[src/fcsg_pkg.sv]
// ----------------------------------------------------------------------------
// fcsg_pkg
// Shared types, constants and codes of the filled-circle span generator.
// ----------------------------------------------------------------------------
package fcsg_pkg;

  localparam int RADIUS_BITS = 10;
  localparam int COORD_BITS  = 16;
  localparam int COLOR_BITS  = 16;
  localparam int LEN_BITS    = RADIUS_BITS + 1;
  localparam int SQ_BITS     = 2 * RADIUS_BITS;

  localparam int LIMIT_NUM   = 707;
  localparam int LIMIT_DEN   = 1000;
  localparam int LIMIT_SHIFT = RADIUS_BITS + 8;
  localparam longint unsigned LIMIT_MUL =
    (longint'(LIMIT_NUM) << LIMIT_SHIFT) / longint'(LIMIT_DEN);

  localparam logic OP_START = 1'b0;
  localparam logic OP_NEXT  = 1'b1;

  typedef logic [RADIUS_BITS-1:0] radius_t;
  typedef logic [COORD_BITS-1:0]  coord_t;
  typedef logic [COLOR_BITS-1:0]  color_t;
  typedef logic [LEN_BITS-1:0]    len_t;
  typedef logic [SQ_BITS-1:0]     sq_t;

  typedef enum logic [3:0] {
    PH_TEST     = 4'b0001,
    PH_OUTER_HI = 4'b0010,
    PH_INNER_LO = 4'b0100,
    PH_INNER_HI = 4'b1000
  } phase_t;

  typedef struct packed {
    logic    op;
    coord_t  center_x;
    coord_t  center_y;
    radius_t radius;
    color_t  fill_color;
  } in_item_t;

  typedef struct packed {
    logic   span_valid;
    coord_t span_x;
    coord_t span_y;
    len_t   span_length;
    color_t span_color;
  } out_item_t;

  typedef struct packed {
    logic    active;
    phase_t  phase;
    coord_t  cx;
    coord_t  cy;
    color_t  color;
    radius_t row_step;
    radius_t col_ext;
    radius_t row_limit;
    sq_t     dist_limit;
    sq_t     isq;
    sq_t     xsq;
  } circ_state_t;

endpackage

[src/fcsg_setup.sv]
// ----------------------------------------------------------------------------
// fcsg_setup
// Start decode: row limit, distance limit, squares and the center-row span.
// ----------------------------------------------------------------------------
module fcsg_setup
  import fcsg_pkg::*;
(
  input  in_item_t    item,
  output circ_state_t start_state,
  output out_item_t   start_span
);

  localparam int PROD_W = RADIUS_BITS + LIMIT_SHIFT;
  localparam int REM_W  = RADIUS_BITS + 11;

  radius_t            r;
  sq_t                rr;
  logic [PROD_W-1:0]  prod;
  radius_t            q0;
  logic [REM_W-1:0]   scaled;
  logic [REM_W-1:0]   back;
  logic [REM_W-1:0]   rem;
  radius_t            q;

  assign r      = item.radius;
  assign rr     = SQ_BITS'(r) * SQ_BITS'(r);
  assign prod   = PROD_W'(r) * PROD_W'(LIMIT_MUL);
  assign q0     = prod[PROD_W-1:LIMIT_SHIFT];
  assign scaled = REM_W'(r) * REM_W'(LIMIT_NUM);
  assign back   = REM_W'(q0) * REM_W'(LIMIT_DEN);
  assign rem    = scaled - back;
  assign q      = (rem >= REM_W'(LIMIT_DEN)) ? q0 + 1'b1 : q0;

  always_comb begin
    start_state            = '0;
    start_state.active     = (r != '0);
    start_state.phase      = PH_TEST;
    start_state.cx         = item.center_x;
    start_state.cy         = item.center_y;
    start_state.color      = item.fill_color;
    start_state.row_step   = RADIUS_BITS'(1);
    start_state.col_ext    = r;
    start_state.row_limit  = q + 1'b1;
    start_state.dist_limit = rr + SQ_BITS'(r >> 1);
    start_state.isq        = SQ_BITS'(1);
    start_state.xsq        = rr;

    start_span = '0;
    if (r != '0) begin
      start_span.span_valid  = 1'b1;
      start_span.span_x      = item.center_x - COORD_BITS'(r);
      start_span.span_y      = item.center_y;
      start_span.span_length = {r, 1'b0};
      start_span.span_color  = item.fill_color;
    end
  end

endmodule

[src/fcsg_step.sv]
// ----------------------------------------------------------------------------
// fcsg_step
// Request walk: from the held circle state, find the next non-empty span.
// ----------------------------------------------------------------------------
module fcsg_step
  import fcsg_pkg::*;
(
  input  circ_state_t cur,
  output circ_state_t nxt,
  output out_item_t   span
);

  radius_t          i;
  radius_t          x;
  radius_t          x_dec;
  sq_t              xsq_dec;
  radius_t          x_far;
  sq_t              xsq_far;
  logic [SQ_BITS:0] dsum;
  logic             far;
  logic             outer_fire;
  len_t             outer_len;
  coord_t           outer_x;

  assign i          = cur.row_step;
  assign x          = cur.col_ext;
  assign x_dec      = (x != '0) ? x - 1'b1 : x;
  assign xsq_dec    = (x != '0) ? cur.xsq - SQ_BITS'({x, 1'b0}) + SQ_BITS'(1) : cur.xsq;
  assign dsum       = {1'b0, cur.isq} + {1'b0, cur.xsq};
  assign far        = dsum > {1'b0, cur.dist_limit};
  assign outer_fire = far && (x > cur.row_limit) && (i != RADIUS_BITS'(1));
  assign x_far      = far ? x_dec : x;
  assign xsq_far    = far ? xsq_dec : cur.xsq;
  assign outer_len  = {i - 1'b1, 1'b0};
  assign outer_x    = cur.cx - COORD_BITS'(i) + COORD_BITS'(1);

  always_comb begin
    nxt  = cur;
    span = '0;
    span.span_color = cur.color;
    if (cur.active) begin
      case (cur.phase)
        PH_TEST: begin
          if (i > cur.row_limit) begin
            nxt.active = 1'b0;
          end else if (outer_fire) begin
            span.span_valid  = 1'b1;
            span.span_x      = outer_x;
            span.span_y      = cur.cy + COORD_BITS'(x);
            span.span_length = outer_len;
            nxt.phase        = PH_OUTER_HI;
          end else begin
            nxt.col_ext = x_far;
            nxt.xsq     = xsq_far;
            if (x_far == '0) begin
              nxt.active = 1'b0;
            end else begin
              span.span_valid  = 1'b1;
              span.span_x      = cur.cx - COORD_BITS'(x_far);
              span.span_y      = cur.cy + COORD_BITS'(i);
              span.span_length = {x_far, 1'b0};
              nxt.phase        = PH_INNER_HI;
            end
          end
        end
        PH_OUTER_HI: begin
          span.span_valid  = 1'b1;
          span.span_x      = outer_x;
          span.span_y      = cur.cy - COORD_BITS'(x);
          span.span_length = outer_len;
          nxt.col_ext      = x_dec;
          nxt.xsq          = xsq_dec;
          nxt.phase        = PH_INNER_LO;
        end
        PH_INNER_LO: begin
          if (x == '0) begin
            nxt.active = 1'b0;
          end else begin
            span.span_valid  = 1'b1;
            span.span_x      = cur.cx - COORD_BITS'(x);
            span.span_y      = cur.cy + COORD_BITS'(i);
            span.span_length = {x, 1'b0};
            nxt.phase        = PH_INNER_HI;
          end
        end
        PH_INNER_HI: begin
          span.span_valid  = 1'b1;
          span.span_x      = cur.cx - COORD_BITS'(x);
          span.span_y      = cur.cy - COORD_BITS'(i);
          span.span_length = {x, 1'b0};
          nxt.row_step     = i + 1'b1;
          nxt.isq          = cur.isq + SQ_BITS'({i, 1'b0}) + SQ_BITS'(1);
          nxt.phase        = PH_TEST;
        end
        default: begin
          nxt.active = 1'b0;
        end
      endcase
    end
    if (!span.span_valid) begin
      span = '0;
    end
  end

endmodule

[src/filled_circle_span_generator_unit.sv]
// ----------------------------------------------------------------------------
// filled_circle_span_generator_unit
// Filled-circle command to horizontal span converter for a fill engine.
// ----------------------------------------------------------------------------
// Every accepted item yields exactly one result, one item per clock cycle
// sustained while out_stall is low. Each item passes an input register,
// then the start decode (one radius square and a constant reciprocal
// multiply for the row limit) or the span walk (one add and compare of
// the held row and column squares), into the result register. A start
// item returns the center row; each request returns the next span, or
// span_valid low with all other fields zero once the circle is done.
// ----------------------------------------------------------------------------
module filled_circle_span_generator_unit
  import fcsg_pkg::*;
(
  input  logic      clk,
  input  logic      rst_n,
  input  logic      in_valid,
  output logic      in_stall,
  input  in_item_t  in_data,
  output logic      out_valid,
  input  logic      out_stall,
  output out_item_t out_data
);

  in_item_t    in_r;
  logic        in_vld_r;
  circ_state_t state_r;
  circ_state_t state_nxt;
  out_item_t   out_r;
  out_item_t   out_nxt;
  logic        out_vld_r;
  logic        advance;

  circ_state_t start_state;
  out_item_t   start_span;
  circ_state_t step_state;
  out_item_t   step_span;

  fcsg_setup u_setup (
    .item        (in_r),
    .start_state (start_state),
    .start_span  (start_span)
  );

  fcsg_step u_step (
    .cur  (state_r),
    .nxt  (step_state),
    .span (step_span)
  );

  assign advance   = !out_vld_r || !out_stall;
  assign in_stall  = in_vld_r && !advance;
  assign out_valid = out_vld_r;
  assign out_data  = out_r;

  always_comb begin
    if (in_r.op == OP_START) begin
      state_nxt = start_state;
      out_nxt   = start_span;
    end else begin
      state_nxt = step_state;
      out_nxt   = step_span;
    end
  end

  always_ff @(posedge clk) begin
    if (!rst_n) begin
      in_vld_r  <= 1'b0;
      out_vld_r <= 1'b0;
      state_r   <= '0;
    end else begin
      if (!in_stall) begin
        in_vld_r <= in_valid;
      end
      if (advance) begin
        out_vld_r <= in_vld_r;
        if (in_vld_r) begin
          state_r <= state_nxt;
        end
      end
    end
  end

  always_ff @(posedge clk) begin
    if (in_valid && !in_stall) begin
      in_r <= in_data;
    end
    if (advance && in_vld_r) begin
      out_r <= out_nxt;
    end
  end

endmodule
[config.mk]
export PLATFORM = sky130hd
export DESIGN_NAME = filled_circle_span_generator_unit
export DESIGN_NICKNAME = d
export VERILOG_FILES = /design/src/fcsg_pkg.sv /design/src/fcsg_setup.sv /design/src/fcsg_step.sv /design/src/filled_circle_span_generator_unit.sv
export SDC_FILE = /design/constraint.sdc
export NUM_CORES = 1
export LEC_CHECK = 0
export BUFFER_PORTS_ARGS = -buffer_cell sky130_fd_sc_hd__buf_2
export CAP_MARGIN = 20
export CELL_PAD_IN_SITES_DETAIL_PLACEMENT = 1
export CELL_PAD_IN_SITES_GLOBAL_PLACEMENT = 1
export CORE_MARGIN = 4
export CORE_UTILIZATION = 53
export DETAILED_ROUTE_END_ITERATION = 8
export PLACE_DENSITY = 0.87
export SYNTH_ARGS = -nofsm -noshare
export SYNTH_HDL_FRONTEND = slang
export SYNTH_SLANG_ARGS = --single-unit
[constraint.sdc]
create_clock -name clk -period 34.3 [get_ports clk]
set_input_delay 6.86 -clock clk [delete_from_list [all_inputs] [get_ports clk]]
set_output_delay 6.86 -clock clk [all_outputs]
set_load 0.01 [all_outputs]
==> results.md <==
- Top cell type's share of synthesized area: 19.1%
- Crit-path max cell delay: about 840 ps
- Crit-path max FO: 15
- Row cnt: 85
- Vias in the first global route: between 20000 and 30000
- Vias: 25900
- Commonest non-fill, non-tap cell in the layout: ha_1
- Hold path cells: 2
- Top_reg_cell synth: dfxtp_1
- Initial antenna violation count: 0
- WL per Instance: roughly 24 µm
- Final wirelength: roughly 100000 µm
- Largest cells by area after synthesis: ha_1 19%, edfxtp_1 12%, fa_1 12%, dfxtp_1 10%, inv_1 5.7%
- Layout Skew: approximately 18 ps
- Final worst path period need: 16040 ps
- F_max: 62.4 MHz
- Post-synth cell types: 89
- Yosys reg bits: ~260
- Hold_buf cts: 0
- Crit end category: register
- Buffers plus inverters on the worst setup path: 8
- H-tree lvl count: 1
- Unrepaired setup endpoints after global routing: false
- Kind of critical path: register to register
- Worst skew pair latency: 610 ps
- First-pass GRT wire length: ~160000 µm
- Yosys warns: 0
- CTS Buf Count: 31
- Vias per cell: between 6 and 7
- Initial Utilization: about 54%
- Largest net degree at the start of global routing: 76
- Worst Tran Pin Value: 1190 ps
- Die Ht: 242 µm
- CP startpoint kind: register
- CTS root buffer: clkbuf_16
- # resized after CTS: 0
- Final setup vio count: 0
- Routed Antenna Nets: 0
- Max Cap Viol: 0
- Outcome: completed
- Mapped Avg Cell Area: 8.73 µm²
- Max-slew headroom: 19.8%
- Critical path's top delay family: adder cells
- Cells after DPL: 4056
- Layout Nets: 4076
- Arrival @ worst endpoint: 16510 ps
- Post-DP HPWL: 78000 µm
- Post-Syn Instances: between 3000 and 4000
- Overall Global Routing Usage: 33.2%
- Core Region: 53900 µm²
- Setup TNS: 0 ps
- Yosys top cell by area: ha_1
- Post-synth EDFFs: 118
- Fin cells: 4114
- Async SR Flop Fraction: 0%
- Seq/Total Area, Yosys: 22.2%
- Die width: 242 µm
- Final Hold Viols: 0
- Setup Buffers After CTS: 0
- CTS Sinks: 263
- I/O pins: approximately 130
- Pre-Repair DR Iteration Count: 6
- CP max stage cell: edfxtp_1
- Initial DRC Count: 1929
- Syn_nets: 4002
- Port bufs: 123
- Clk pin slew, worst setup/hold paths: 60 ps
- Max Root-Sink Buffers: 3
- Worst path required time: approximately 35000 ps
- RePlAce Congestion: between 0.9 and 1
- Worst Reg-to-Reg Cells: 54
- DRC violations left: 0
- P&R area growth vs syn: 8.12%
- Worst Hold Class: register to register
- Die area: 58500 µm²
- Grt ovf: 0
- Final period utilization: 46.8%
- Diodes inserted: 0
- Slew Viols, Final: 0
- Share of cells above drive strength 1: 7.26%
- Synthesized area: a little under 30000 µm²
- CTS tree: yes
- Commonest cells after routing, fill and taps aside: 443 x ha_1, 438 x inv_1, 315 x nand2_1
- Worst path depth: 54
cells in the mapped netlist (all sizes together) (12+ instances only):
cell type  instances
a21o              74
a21oi            242
nor3              43
o21ai            139
o211ai            18
a22o              24
xnor2            152
o21a              22
o21bai            30
ha               443
buf               22
xor2              57
dfxtp            145
nand2            316
nand2b            27
a311oi            12
or3               15
fa               176
nand4             29
mux2i             18
a211oi            38
a22oi             20
nor2b             34
a21boi            16
nor4              24
and2              13
o22ai             26
nand3             70
nor2             225
or2               13
clkbuf            84
a31oi             22
and3              21
inv              440
edfxtp           118
layout make-up:
cell class                      instances  area [µm²]
Fill cell                            6334       22600
Multi-Input combinational cell       2511       20500
Sequential cell                       263        6450
Inverter                              440        1650
Tap cell                              696         871
Clock buffer                           34         797
Timing Repair Buffer                  147         796
Clock inverter                         23         285
path summary, 6_finish.rpt:
kind | from | endpoint | slack [ps]
min reg2reg | state_r[96] | state_r[96] | 470
min | state_r[96] | state_r[96] | 470
max reg2reg | in_r[21] | state_r[64] | 18260
max | in_r[21] | state_r[64] | 18260
metal layers:
layer,global-route usage (%),vias up,routed length (µm)
met4,9.24,0,3020
met1,45.1,13000,43300
met5,0,-,0
li1,-,11700,-
met2,55.9,940,47100
met3,4.66,185,7020
cell families after synthesis:
family	after synthesis	share of synthesized area (%)
xor+xnor	210	6.40
compound gates	804	18.5
fa+ha+maj	619	31.3
mux	21	0.820
buf+inv	546	7.21
simple gates	856	13.5
other cells	1	0.0129
flops	263	22.2
registers in the layout (all words and copies together) (netlist names):
signal     flops
out_valid      1
in_r          59
state_r      143
out_data      59
in_vld_r       1
worst register-to-register path: cells and delay by family, from the launching register on:
kind	cells	cell delay (ps)
and+or+nand+nor	10	2210
AOI/OAI and AO/OA	15	3360
DFF	1	840
adders and majority gates	18	7700
buffers and inverters	8	1170
xor gates and xnor gates	3	620
per-stage QoR:
stage	hold slack [ps]	setup slack, ps	utilization (%)	area, µm²
finish	473	18260	58.1	31300
global route	491	17180	58.1	31300
CTS	473	18340	58.1	31300
detailed placement	454	18440	56.1	30200
global placement	441	18780	56.1	30200
floorplan	432	20170	-	29000
Power is not shown: default switching activity piles up to over one toggle a cycle in this logic, so the estimate is an artifact.
